<file path="src/design/nsht_pkg.sv">
`timescale 1ns / 1ps
`default_nettype none
// ----------------------------------------------------------------------------
// nsht_pkg
// Shared types and constants of the nearest station handover table.
// ----------------------------------------------------------------------------
package nsht_pkg;

   localparam int DEFAULT_TABLE_DEPTH = 8;
   localparam int DEFAULT_COORD_BITS  = 16;

   localparam int ID_BITS    = 32;
   localparam int POS_BITS   = 16;
   localparam int DIST_BITS  = 17;
   localparam int SLOT_BITS  = 3;
   localparam int MODE_BITS  = 2;

   localparam logic [DIST_BITS-1:0] THRESHOLD_RESET = 17'd100;

   typedef enum logic [MODE_BITS-1:0] {
      MODE_ADD   = 2'd0,
      MODE_SERVE = 2'd1,
      MODE_QUERY = 2'd2,
      MODE_NONE  = 2'd3
   } mode_type;

   // controller to datapath
   typedef struct packed {
      logic load;        // capture the accepted item
      logic dup_step;    // compare one table entry with the item id
      logic write_entry; // store the item at the cursor
      logic set_serving;
      logic dist_start;  // start a distance for the selected point
      logic dist_serving;// distance target is the serving station
      logic dist_take;   // fold the finished distance into the result
      logic entry_next;  // advance the scan index
      logic clear_idx;
      logic out_load;    // build the result register
   } cmd_type;

   // datapath to controller
   typedef struct packed {
      logic dist_done;
      logic scan_end;    // scan index reached stored count
   } stat_type;

endpackage
`default_nettype wire

</file>
<file path="src/design/nsht_datapath.sv">
`timescale 1ns / 1ps
`default_nettype none
// ----------------------------------------------------------------------------
// nsht_datapath
// Station table, serving registers, bit-serial distance unit and result build.
// ----------------------------------------------------------------------------
module nsht_datapath #(
   parameter int TABLE_DEPTH = nsht_pkg::DEFAULT_TABLE_DEPTH,
   parameter int COORD_BITS  = nsht_pkg::DEFAULT_COORD_BITS
) (
   input  wire logic                           clock,
   input  wire logic                           reset,
   input  wire nsht_pkg::cmd_type              cmd,
   output nsht_pkg::stat_type                  stat,
   input  wire logic [nsht_pkg::MODE_BITS-1:0] req_mode,
   input  wire logic [nsht_pkg::ID_BITS-1:0]   req_station_id,
   input  wire logic signed [nsht_pkg::POS_BITS-1:0] req_pos_x,
   input  wire logic signed [nsht_pkg::POS_BITS-1:0] req_pos_y,
   input  wire logic [nsht_pkg::DIST_BITS-1:0] threshold,
   output logic                                rsp_status,
   output logic                                rsp_switch_needed,
   output logic                                rsp_better_found,
   output logic [nsht_pkg::SLOT_BITS-1:0]      rsp_best_slot,
   output logic [nsht_pkg::ID_BITS-1:0]        rsp_best_id,
   output logic signed [nsht_pkg::POS_BITS-1:0] rsp_best_x,
   output logic signed [nsht_pkg::POS_BITS-1:0] rsp_best_y,
   output logic [nsht_pkg::DIST_BITS-1:0]      rsp_serving_distance
);
   import nsht_pkg::*;

   localparam int IDX_BITS  = (TABLE_DEPTH > 1) ? $clog2(TABLE_DEPTH) : 1;
   localparam int CNT_BITS  = $clog2(TABLE_DEPTH + 1);
   localparam int DIFF_BITS = COORD_BITS + 1;
   localparam int SQ_BITS   = 2 * DIFF_BITS + 1;
   localparam int ROOT_BITS = (SQ_BITS + 1) / 2;
   localparam int RAD_BITS  = 2 * ROOT_BITS;
   localparam int STEP_BITS = $clog2(ROOT_BITS + 1);
   localparam int MUL_BITS  = 2 * DIFF_BITS;

   logic [ID_BITS-1:0]          ids_ff [TABLE_DEPTH];
   logic signed [COORD_BITS-1:0] xs_ff [TABLE_DEPTH];
   logic signed [COORD_BITS-1:0] ys_ff [TABLE_DEPTH];

   logic [CNT_BITS-1:0] count_ff, count_in;
   logic [IDX_BITS-1:0] cursor_ff, cursor_in;
   logic signed [COORD_BITS-1:0] srv_x_ff, srv_y_ff;

   logic [MODE_BITS-1:0]  mode_ff;
   logic [ID_BITS-1:0]    id_ff;
   logic signed [COORD_BITS-1:0] px_ff, py_ff;

   logic [CNT_BITS-1:0] idx_ff;
   logic [IDX_BITS-1:0] idx_sel;
   logic                dup_ff;

   logic [DIST_BITS-1:0] sdist_ff, best_ff;
   logic                 found_ff;
   logic [IDX_BITS-1:0]  slot_ff;

   // distance unit: squares dx and dy, then one root bit per cycle
   logic [1:0]            phase_ff;
   logic [DIFF_BITS-1:0]  dx_ff, dy_ff;
   logic [MUL_BITS-1:0]   sqa_ff;
   logic [RAD_BITS-1:0]   rem_ff;
   logic [ROOT_BITS-1:0]  root_ff;
   logic [STEP_BITS-1:0]  step_ff;
   logic                  busy_ff, done_ff;
   logic signed [COORD_BITS:0] tx, ty, dxs, dys;
   logic [RAD_BITS-1:0]   trial, rem_sh;
   logic [MUL_BITS-1:0]   sq_mul;
   logic [DIFF_BITS-1:0]  mul_op;

   assign idx_sel = idx_ff[IDX_BITS-1:0];

   always_comb begin
      if (cmd.dist_serving) begin
         tx = {srv_x_ff[COORD_BITS-1], srv_x_ff};
         ty = {srv_y_ff[COORD_BITS-1], srv_y_ff};
      end else begin
         tx = {xs_ff[idx_sel][COORD_BITS-1], xs_ff[idx_sel]};
         ty = {ys_ff[idx_sel][COORD_BITS-1], ys_ff[idx_sel]};
      end
      dxs = {px_ff[COORD_BITS-1], px_ff} - tx;
      dys = {py_ff[COORD_BITS-1], py_ff} - ty;
      mul_op = (phase_ff == 2'd1) ? dx_ff : dy_ff;
      sq_mul = mul_op * mul_op;
      rem_sh = {rem_ff[RAD_BITS-3:0], 2'b00};
      trial  = {{(RAD_BITS-ROOT_BITS-2){1'b0}}, root_ff, 2'b01};
   end

   logic [RAD_BITS-1:0] radicand_ff;

   always_ff @(posedge clock) begin
      if (reset) begin
         busy_ff  <= 1'b0;
         done_ff  <= 1'b0;
         phase_ff <= 2'd0;
      end else begin
         done_ff <= 1'b0;
         if (cmd.dist_start) begin
            busy_ff  <= 1'b1;
            phase_ff <= 2'd1;
            dx_ff <= dxs[COORD_BITS] ? DIFF_BITS'(-dxs) : DIFF_BITS'(dxs);
            dy_ff <= dys[COORD_BITS] ? DIFF_BITS'(-dys) : DIFF_BITS'(dys);
         end else if (busy_ff) begin
            unique case (phase_ff)
               2'd1: begin
                  sqa_ff   <= sq_mul;
                  phase_ff <= 2'd2;
               end
               2'd2: begin
                  radicand_ff <= RAD_BITS'(sqa_ff) + RAD_BITS'(sq_mul);
                  rem_ff   <= '0;
                  root_ff  <= '0;
                  step_ff  <= STEP_BITS'(ROOT_BITS);
                  phase_ff <= 2'd3;
               end
               2'd3: begin
                  // restoring root: bring down two radicand bits each step
                  if ((rem_sh | RAD_BITS'(radicand_ff[RAD_BITS-1 -: 2])) >= trial) begin
                     rem_ff  <= (rem_sh | RAD_BITS'(radicand_ff[RAD_BITS-1 -: 2])) - trial;
                     root_ff <= {root_ff[ROOT_BITS-2:0], 1'b1};
                  end else begin
                     rem_ff  <= rem_sh | RAD_BITS'(radicand_ff[RAD_BITS-1 -: 2]);
                     root_ff <= {root_ff[ROOT_BITS-2:0], 1'b0};
                  end
                  radicand_ff <= {radicand_ff[RAD_BITS-3:0], 2'b00};
                  step_ff <= step_ff - 1'b1;
                  if (step_ff == STEP_BITS'(1)) begin
                     busy_ff  <= 1'b0;
                     done_ff  <= 1'b1;
                     phase_ff <= 2'd0;
                  end
               end
               default: phase_ff <= 2'd0;
            endcase
         end
      end
   end

   assign stat.dist_done = done_ff;
   assign stat.scan_end  = (idx_ff >= count_ff);

   logic [DIST_BITS-1:0] dist_now;
   assign dist_now = DIST_BITS'(root_ff);

   // table and control registers
   always_comb begin
      count_in  = count_ff;
      cursor_in = cursor_ff;
      if (cmd.write_entry && !dup_ff) begin
         if (count_ff < CNT_BITS'(TABLE_DEPTH)) count_in = count_ff + 1'b1;
         if (cursor_ff == IDX_BITS'(TABLE_DEPTH - 1)) cursor_in = '0;
         else cursor_in = cursor_ff + 1'b1;
      end
   end

   always_ff @(posedge clock) begin
      if (reset) begin
         count_ff  <= '0;
         cursor_ff <= '0;
         srv_x_ff  <= '0;
         srv_y_ff  <= '0;
         idx_ff    <= '0;
         dup_ff    <= 1'b0;
      end else begin
         count_ff  <= count_in;
         cursor_ff <= cursor_in;
         if (cmd.set_serving) begin
            srv_x_ff <= px_ff;
            srv_y_ff <= py_ff;
         end
         if (cmd.clear_idx) begin
            idx_ff <= '0;
            dup_ff <= 1'b0;
         end else if (cmd.entry_next) begin
            idx_ff <= idx_ff + 1'b1;
         end
         if (cmd.dup_step && ids_ff[idx_sel] == id_ff) dup_ff <= 1'b1;
      end
   end

   always_ff @(posedge clock) begin
      if (cmd.write_entry && !dup_ff) begin
         ids_ff[cursor_ff] <= id_ff;
         xs_ff[cursor_ff]  <= px_ff;
         ys_ff[cursor_ff]  <= py_ff;
      end
      if (cmd.load) begin
         mode_ff <= req_mode;
         id_ff   <= req_station_id;
         px_ff   <= COORD_BITS'(req_pos_x);
         py_ff   <= COORD_BITS'(req_pos_y);
      end
      if (cmd.dist_take) begin
         if (cmd.dist_serving) begin
            sdist_ff <= dist_now;
            best_ff  <= dist_now;
            found_ff <= 1'b0;
            slot_ff  <= '0;
         end else if (best_ff > dist_now) begin
            best_ff  <= dist_now;
            found_ff <= 1'b1;
            slot_ff  <= idx_sel;
         end
      end
      if (cmd.out_load) begin
         rsp_status           <= 1'b0;
         rsp_switch_needed    <= 1'b0;
         rsp_better_found     <= 1'b0;
         rsp_best_slot        <= '0;
         rsp_best_id          <= '0;
         rsp_best_x           <= '0;
         rsp_best_y           <= '0;
         rsp_serving_distance <= '0;
         if (mode_ff == MODE_ADD) begin
            rsp_status <= dup_ff;
         end else if (mode_ff == MODE_QUERY) begin
            rsp_switch_needed    <= (sdist_ff >= threshold);
            rsp_serving_distance <= sdist_ff;
            if (found_ff) begin
               rsp_better_found <= 1'b1;
               rsp_best_slot    <= SLOT_BITS'(slot_ff);
               rsp_best_id      <= ids_ff[slot_ff];
               rsp_best_x       <= POS_BITS'(xs_ff[slot_ff]);
               rsp_best_y       <= POS_BITS'(ys_ff[slot_ff]);
            end
         end
      end
   end

endmodule
`default_nettype wire

</file>
<file path="src/design/nsht_ctrl.sv">
`timescale 1ns / 1ps
`default_nettype none
// ----------------------------------------------------------------------------
// nsht_ctrl
// Sequencer: duplicate scan, table write, serving update, serving distance and query scan.
// ----------------------------------------------------------------------------
module nsht_ctrl (
   input  wire logic                           clock,
   input  wire logic                           reset,
   input  wire logic                           req_valid,
   output logic                                req_ready,
   input  wire logic [nsht_pkg::MODE_BITS-1:0] req_mode,
   output logic                                rsp_valid,
   input  wire logic                           rsp_ready,
   output nsht_pkg::cmd_type                   cmd,
   input  wire nsht_pkg::stat_type             stat
);
   import nsht_pkg::*;

   typedef enum logic [2:0] {
      ST_IDLE, ST_DUP, ST_SRV_START, ST_SRV_WAIT, ST_SCAN_START, ST_SCAN_WAIT,
      ST_FINISH
   } state_type;

   state_type state_ff;
   mode_type  mode_ff;
   logic      out_full_ff;
   logic      accept;

   assign req_ready = (state_ff == ST_IDLE);
   assign accept    = req_valid && req_ready;
   assign rsp_valid = out_full_ff;

   always_comb begin
      cmd = '0;
      cmd.load = accept;
      cmd.clear_idx = accept;
      unique case (state_ff)
         ST_IDLE: ;
         ST_DUP: begin
            if (!stat.scan_end) begin
               cmd.dup_step   = 1'b1;
               cmd.entry_next = 1'b1;
            end
         end
         ST_SRV_START: begin
            cmd.dist_start   = 1'b1;
            cmd.dist_serving = 1'b1;
         end
         ST_SRV_WAIT: begin
            cmd.dist_serving = 1'b1;
            cmd.dist_take    = stat.dist_done;
         end
         ST_SCAN_START: cmd.dist_start = !stat.scan_end;
         ST_SCAN_WAIT: begin
            cmd.dist_take  = stat.dist_done;
            cmd.entry_next = stat.dist_done;
         end
         ST_FINISH: begin
            // the table write of a new id happens once, on the cycle the result is loaded
            cmd.write_entry = (mode_ff == MODE_ADD) && !out_full_ff;
            cmd.set_serving = (mode_ff == MODE_SERVE);
            cmd.out_load    = !out_full_ff;
         end
         default: ;
      endcase
   end

   always_ff @(posedge clock) begin
      if (reset) begin
         state_ff    <= ST_IDLE;
         mode_ff     <= MODE_ADD;
         out_full_ff <= 1'b0;
      end else begin
         if (rsp_valid && rsp_ready) out_full_ff <= 1'b0;
         unique case (state_ff)
            ST_IDLE: begin
               if (accept) begin
                  mode_ff <= mode_type'(req_mode);
                  priority if (mode_type'(req_mode) == MODE_ADD) state_ff <= ST_DUP;
                  else if (mode_type'(req_mode) == MODE_QUERY) state_ff <= ST_SRV_START;
                  else state_ff <= ST_FINISH;
               end
            end
            ST_DUP:        if (stat.scan_end) state_ff <= ST_FINISH;
            ST_SRV_START:  state_ff <= ST_SRV_WAIT;
            ST_SRV_WAIT:   if (stat.dist_done) state_ff <= ST_SCAN_START;
            ST_SCAN_START: state_ff <= stat.scan_end ? ST_FINISH : ST_SCAN_WAIT;
            ST_SCAN_WAIT:  if (stat.dist_done) state_ff <= ST_SCAN_START;
            ST_FINISH: begin
               // one result register: wait until the previous item is taken
               if (!out_full_ff) begin
                  out_full_ff <= 1'b1;
                  state_ff    <= ST_IDLE;
               end
            end
            default: state_ff <= ST_IDLE;
         endcase
      end
   end

endmodule
`default_nettype wire

</file>
<file path="src/design/nearest_station_handover_table.sv">
`timescale 1ns / 1ps
`default_nettype none
// ----------------------------------------------------------------------------
// nearest_station_handover_table
// Ring table of stations with a serving station; queries report handover need
// and the nearest stored station strictly nearer than the serving one, the lowest
// slot winning a tie.
// One item at a time; the next item is taken once the result register is loaded.
// Synchronous reset clears counts, cursor and serving station and sets the threshold to 100.
// ----------------------------------------------------------------------------
module nearest_station_handover_table #(
   parameter int TABLE_DEPTH = nsht_pkg::DEFAULT_TABLE_DEPTH,
   parameter int COORD_BITS  = nsht_pkg::DEFAULT_COORD_BITS
) (
   input  wire logic                                  clock,
   input  wire logic                                  reset,
   input  wire logic                                  req_valid,
   output logic                                       req_ready,
   input  wire logic [nsht_pkg::MODE_BITS-1:0]        req_mode,
   input  wire logic [nsht_pkg::ID_BITS-1:0]          req_station_id,
   input  wire logic signed [nsht_pkg::POS_BITS-1:0]  req_pos_x,
   input  wire logic signed [nsht_pkg::POS_BITS-1:0]  req_pos_y,
   output logic                                       rsp_valid,
   input  wire logic                                  rsp_ready,
   output logic                                       rsp_status,
   output logic                                       rsp_switch_needed,
   output logic                                       rsp_better_found,
   output logic [nsht_pkg::SLOT_BITS-1:0]             rsp_best_slot,
   output logic [nsht_pkg::ID_BITS-1:0]               rsp_best_id,
   output logic signed [nsht_pkg::POS_BITS-1:0]       rsp_best_x,
   output logic signed [nsht_pkg::POS_BITS-1:0]       rsp_best_y,
   output logic [nsht_pkg::DIST_BITS-1:0]             rsp_serving_distance,
   input  wire logic                                  csr_valid,
   output logic                                       csr_ready,
   input  wire logic [nsht_pkg::DIST_BITS-1:0]        csr_data
);
   import nsht_pkg::*;

   cmd_type  cmd;
   stat_type stat;
   logic [DIST_BITS-1:0] threshold_ff;

   assign csr_ready = 1'b1;

   always_ff @(posedge clock) begin
      if (reset) threshold_ff <= THRESHOLD_RESET;
      else if (csr_valid) threshold_ff <= csr_data;
   end

   nsht_ctrl u_ctrl (
      .clock, .reset, .req_valid, .req_ready, .req_mode,
      .rsp_valid, .rsp_ready, .cmd, .stat
   );

   nsht_datapath #(.TABLE_DEPTH(TABLE_DEPTH), .COORD_BITS(COORD_BITS)) u_dp (
      .clock, .reset, .cmd, .stat, .req_mode, .req_station_id, .req_pos_x,
      .req_pos_y, .threshold(threshold_ff), .rsp_status, .rsp_switch_needed,
      .rsp_better_found, .rsp_best_slot, .rsp_best_id, .rsp_best_x, .rsp_best_y,
      .rsp_serving_distance
   );

endmodule
`default_nettype wire
</file>
<file path="config.mk">
export PLATFORM = sky130hd
export DESIGN_NAME = nearest_station_handover_table
export DESIGN_NICKNAME = d
export VERILOG_FILES = /design/src/design/nsht_pkg.sv /design/src/design/nsht_datapath.sv /design/src/design/nsht_ctrl.sv /design/src/design/nearest_station_handover_table.sv
export SDC_FILE = /design/constraint.sdc
export NUM_CORES = 2
export LEC_CHECK = 0
export ABC_AREA = 0
export BUFFER_PORTS_ARGS = -buffer_cell sky130_fd_sc_hd__buf_2
export CAP_MARGIN = 40
export CORE_AREA = 2 2 377 472
export DETAILED_ROUTE_END_ITERATION = 12
export DIE_AREA = 0 0 379 474
export HOLD_SLACK_MARGIN = 0.15
export SKIP_CTS_REPAIR_TIMING = 1
export SLEW_MARGIN = 40
export SYNTH_ARGS = -nofsm -noshare
export SYNTH_HDL_FRONTEND = slang
export SYNTH_HIERARCHICAL = 1
export SYNTH_SLANG_ARGS = --single-unit
</file>
<file path="constraint.sdc">
create_clock -name clock -period 25.6 [get_ports clock]
set_input_delay 2.56 -clock clock [delete_from_list [all_inputs] [get_ports clock]]
set_output_delay 2.56 -clock clock [all_outputs]
set_load 0.05 [all_outputs]
</file>
==> qor.csv <==
stage,metric,value,unit
status,status,completed,
worst_setup_path,max_stage_delay,0.66,ns
timing,hold_viol_final,0,
drt,drc,0,
synth,synthAdderAreaFrac,0.131,
synth,seq_area_frac_synth,0.524,
floorplan,die_w,379,um
floorplan,top_level_ports,178,
timing,fmax,100,MHz
floorplan,start_util,0.299,
clock_network,clk_pin_slew,0.06,ns
synth,synthDominantCellAreaShare,0.495,
drt,routedWlPerCell,20.1,um
floorplan,coreArea,175000,um2
synth,avgSynthCellArea,13.7,um2
worst_setup_path,start_kind,register,
min_path,hold_path_end,u_dp/sdist_ff[6]$_DFFE_PP_,
timing,setup_viol,0,
floorplan,dieArea,180000,um2
drt,drt-total-wl,129000,um
floorplan,rows,172,
worst_setup_path,crit_path_frequent_cell,fa_1,
worst_setup_path,cp-end-kind,register,
clock_network,clock_sinks,937,
synth,synth_top_family_by_area,multiplexers,
drt,vias,31353,
worst_setup_path,r2r_start,u_dp/phase_ff[1]$_SDFFE_PP0P_,
synth,netlist_instances,3814,
synth,synth-seq-cells,937,
timing,fin_crit_sh,0.390,
global_route,grt_pass1_vias,33139,
drt,dr.pass1.iters,6,
worst_setup_path,worstSetupPathType,register to register,
drt,viasPerCell,4.88,
synth,synth_compound_area_frac,0.0523,
drt,detail-route-antenna-nets,0,
worst_setup_path,cp.required,26.21,ns
placed_design,io_buffers,176,
synth,syn-cell-area,52300,um2
worst_setup_path,r2r_end,u_dp/radicand_ff[32]$_DFFE_PP_,
worst_setup_path,rrSetupSlack,15.63,ns
synth,synth_top_area_cell,edfxtp_1,
placed_design,place_congestion,0.894,
drt,drt-initial-drc-count,2160,
timing,fin_worst_skew,0.0587,ns
layout,drive_above_1_share,0.174,
synth,syn-num-nets,4334,
worst_setup_path,worstPathMaxFanout,21,
global_route,grt_use_total,0.144,
synth,yosysUniqueCellTypes,77,
synth,muxShareOfSynthArea,0.150,
timing,worstMarginPinSlew,0.855,ns
min_path,hold_depth,0,
clock_network,htree_levels,3,
synth,synth_edf_count,863,
global_route,overflow,0,
layout,antennaDiodeCount,0,
synth,async_flop_share,0,
floorplan,die_h,474,um
clock_network,cts-root-buf,clkbuf_16,
layout,fin_nets,4511,
clock_network,cts.path.max_buffers,3,
synth,synth-main-ff-cell,edfxtp_1,
global_route,antenna_found_initial,7,
min_path,hold_class,register to register,
clock_network,cts_tree,built,
layout,syn_to_final_growth,13.6,%
min_path,hp-start,u_dp/root_ff[6]$_SDFFCE_PN0P_,
global_route,grt_start_max_net_pins,117,
job,cap_violations,0,
synth,synth_area_leaders,"edfxtp_1, mux4_2, fa_1, ha_1, mux2i_1",
placed_design,dpl.hpwl,86200,um
synth,yosys_warnings,6,
clock_network,numCtsBuffers,102,
synth,yosys.area_share.xor_xnor,0.0293,
worst_setup_path,cp.arrival,10.58,ns
clock_network,clock_latency,0.76,ns
timing,fin_crit,9.97,ns
timing,slew_headroom,0.424,
timing,final.setup.tns,0,ns
worst_setup_path,cp_slowest_cell,mux2i_1,
timing,drv_slew,0,
timing,rsz0062_at_grt,no,
global_route,grt_pass1_wl,198000,um
worst_setup_path,r2r_cells,35,
synth,synthSimpleGateAreaFrac,0.0729,
==> synth_stat cells (63+ instances only) <==
cell,number
dfxtp_1,74
clkbuf_1,88
a21oi_1,155
mux2i_1,196
edfxtp_1,863
xor2_1,63
ha_1,239
mux4_2,256
nor2_1,340
nand2_1,215
inv_1,378
xnor2_1,112
fa_1,193
o21ai_0,85
==> per-layer routing <==
layer / up-vias / part of all wire / track usage
li1: 14308 / - / -
met1: 15989 / 0.43 / 0.188
met2: 856 / 0.49 / 0.243
met3: 190 / 0.053 / 0.0229
met4: 10 / 0.026 / 0.0463
met5: - / 0.00056 / 0
==> layout make-up <==
cell class | instances | area, um2
Clock buffer | 136 | 2770
Clock inverter | 56 | 552
Fill cell | 17177 | 116000
Inverter | 386 | 1450
Multi-Input combinational cell | 2335 | 22900
Sequential cell | 937 | 27400
Tap cell | 2349 | 2940
Timing Repair Buffer | 229 | 1440
==> state kept, by name, summed over array words and instances (netlist names), 17 cells and up, named ones only <==
name,cells
u_dp/root_ff,18
u_dp/dx_ff,17
u_dp/dy_ff,17
u_dp/rsp_serving_distance,17
u_dp/rsp_best_id,32
u_dp/radicand_ff,36
u_dp/id_ff,32
threshold_ff,17
u_dp/sqa_ff,33
u_dp/ys_ff,128
u_dp/rem_ff,34
u_dp/ids_ff,256
u_dp/best_ff,17
u_dp/sdist_ff,17
u_dp/xs_ff,128
==> worst max path at each step <==
stage,from,to,cells after the start
after floorplan,u_dp/phase_ff[1]$_SDFFE_PP0P_,u_dp/radicand_ff[32]$_DFFE_PP_,35
after global placement,u_dp/phase_ff[1]$_SDFFE_PP0P_,u_dp/radicand_ff[32]$_DFFE_PP_,37
after detailed placement,u_dp/phase_ff[0]$_SDFFE_PP0P_,u_dp/radicand_ff[32]$_DFFE_PP_,34
after CTS,u_dp/phase_ff[1]$_SDFFE_PP0P_,u_dp/radicand_ff[32]$_DFFE_PP_,35
after global routing,u_dp/phase_ff[1]$_SDFFE_PP0P_,u_dp/radicand_ff[32]$_DFFE_PP_,35
final,u_dp/phase_ff[1]$_SDFFE_PP0P_,u_dp/radicand_ff[32]$_DFFE_PP_,35
==> cells in the final DEF (no fill, tap or decap), drive strengths merged, types with 6 or more instances in the layout <==
cell,n
a211o,8
a211oi,24
a21o,51
a21oi,157
a31oi,15
and2,28
and3,17
buf,229
clkbuf,136
clkinv,45
clkinvlp,7
dfxtp,74
edfxtp,863
fa,193
ha,239
inv,385
mux2,11
mux2i,196
mux4,256
nand2,215
nand2b,22
nand3,31
nand4,18
nor2,340
nor2b,37
nor3,39
nor3b,8
nor4,18
o211ai,7
o21a,19
o21ai,85
o21bai,11
o31ai,12
o41ai,6
or2,9
or3,19
xnor2,112
xor2,63
==> kinds of logic after synthesis <==
group / after synthesis
AOI/OAI and AO/OA: 436
xor gates and xnor gates: 175
adders and majority gates: 432
buffers and inverters: 542
DFF: 937
muxes: 463
other: 1
and+or+nand+nor: 828
==> critical path: cells and delay by family (launching register included) <==
kind | cells | cell delay [ns]
fa+ha+maj | 9 | 3.72
simple gates | 7 | 1.44
flops | 1 | 0.34
mux | 1 | 0.66
compound gates | 11 | 2.39
xor+xnor | 1 | 0.10
buf+inv | 6 | 1.15
==> through the flow <==
step / worst slack (ns) / instance area (um2) / utilization / hold slack [ns] / cells
finish: 15.63 / 59500 / 0.339 / 0.454 / 6428
global route: 15.05 / 59500 / 0.339 / 0.451 / 6428
CTS: 15.64 / 59400 / 0.339 / 0.446 / 6427
detailed placement: 15.64 / 56100 / 0.320 / 0.465 / 6235
global placement: 15.93 / 56000 / 0.319 / 0.455 / 6230
floorplan: 16.47 / 52300 / - / 0.435 / 3814
Power is not shown: default switching activity piles up to over one toggle a cycle in this logic, so the estimate is an artifact.
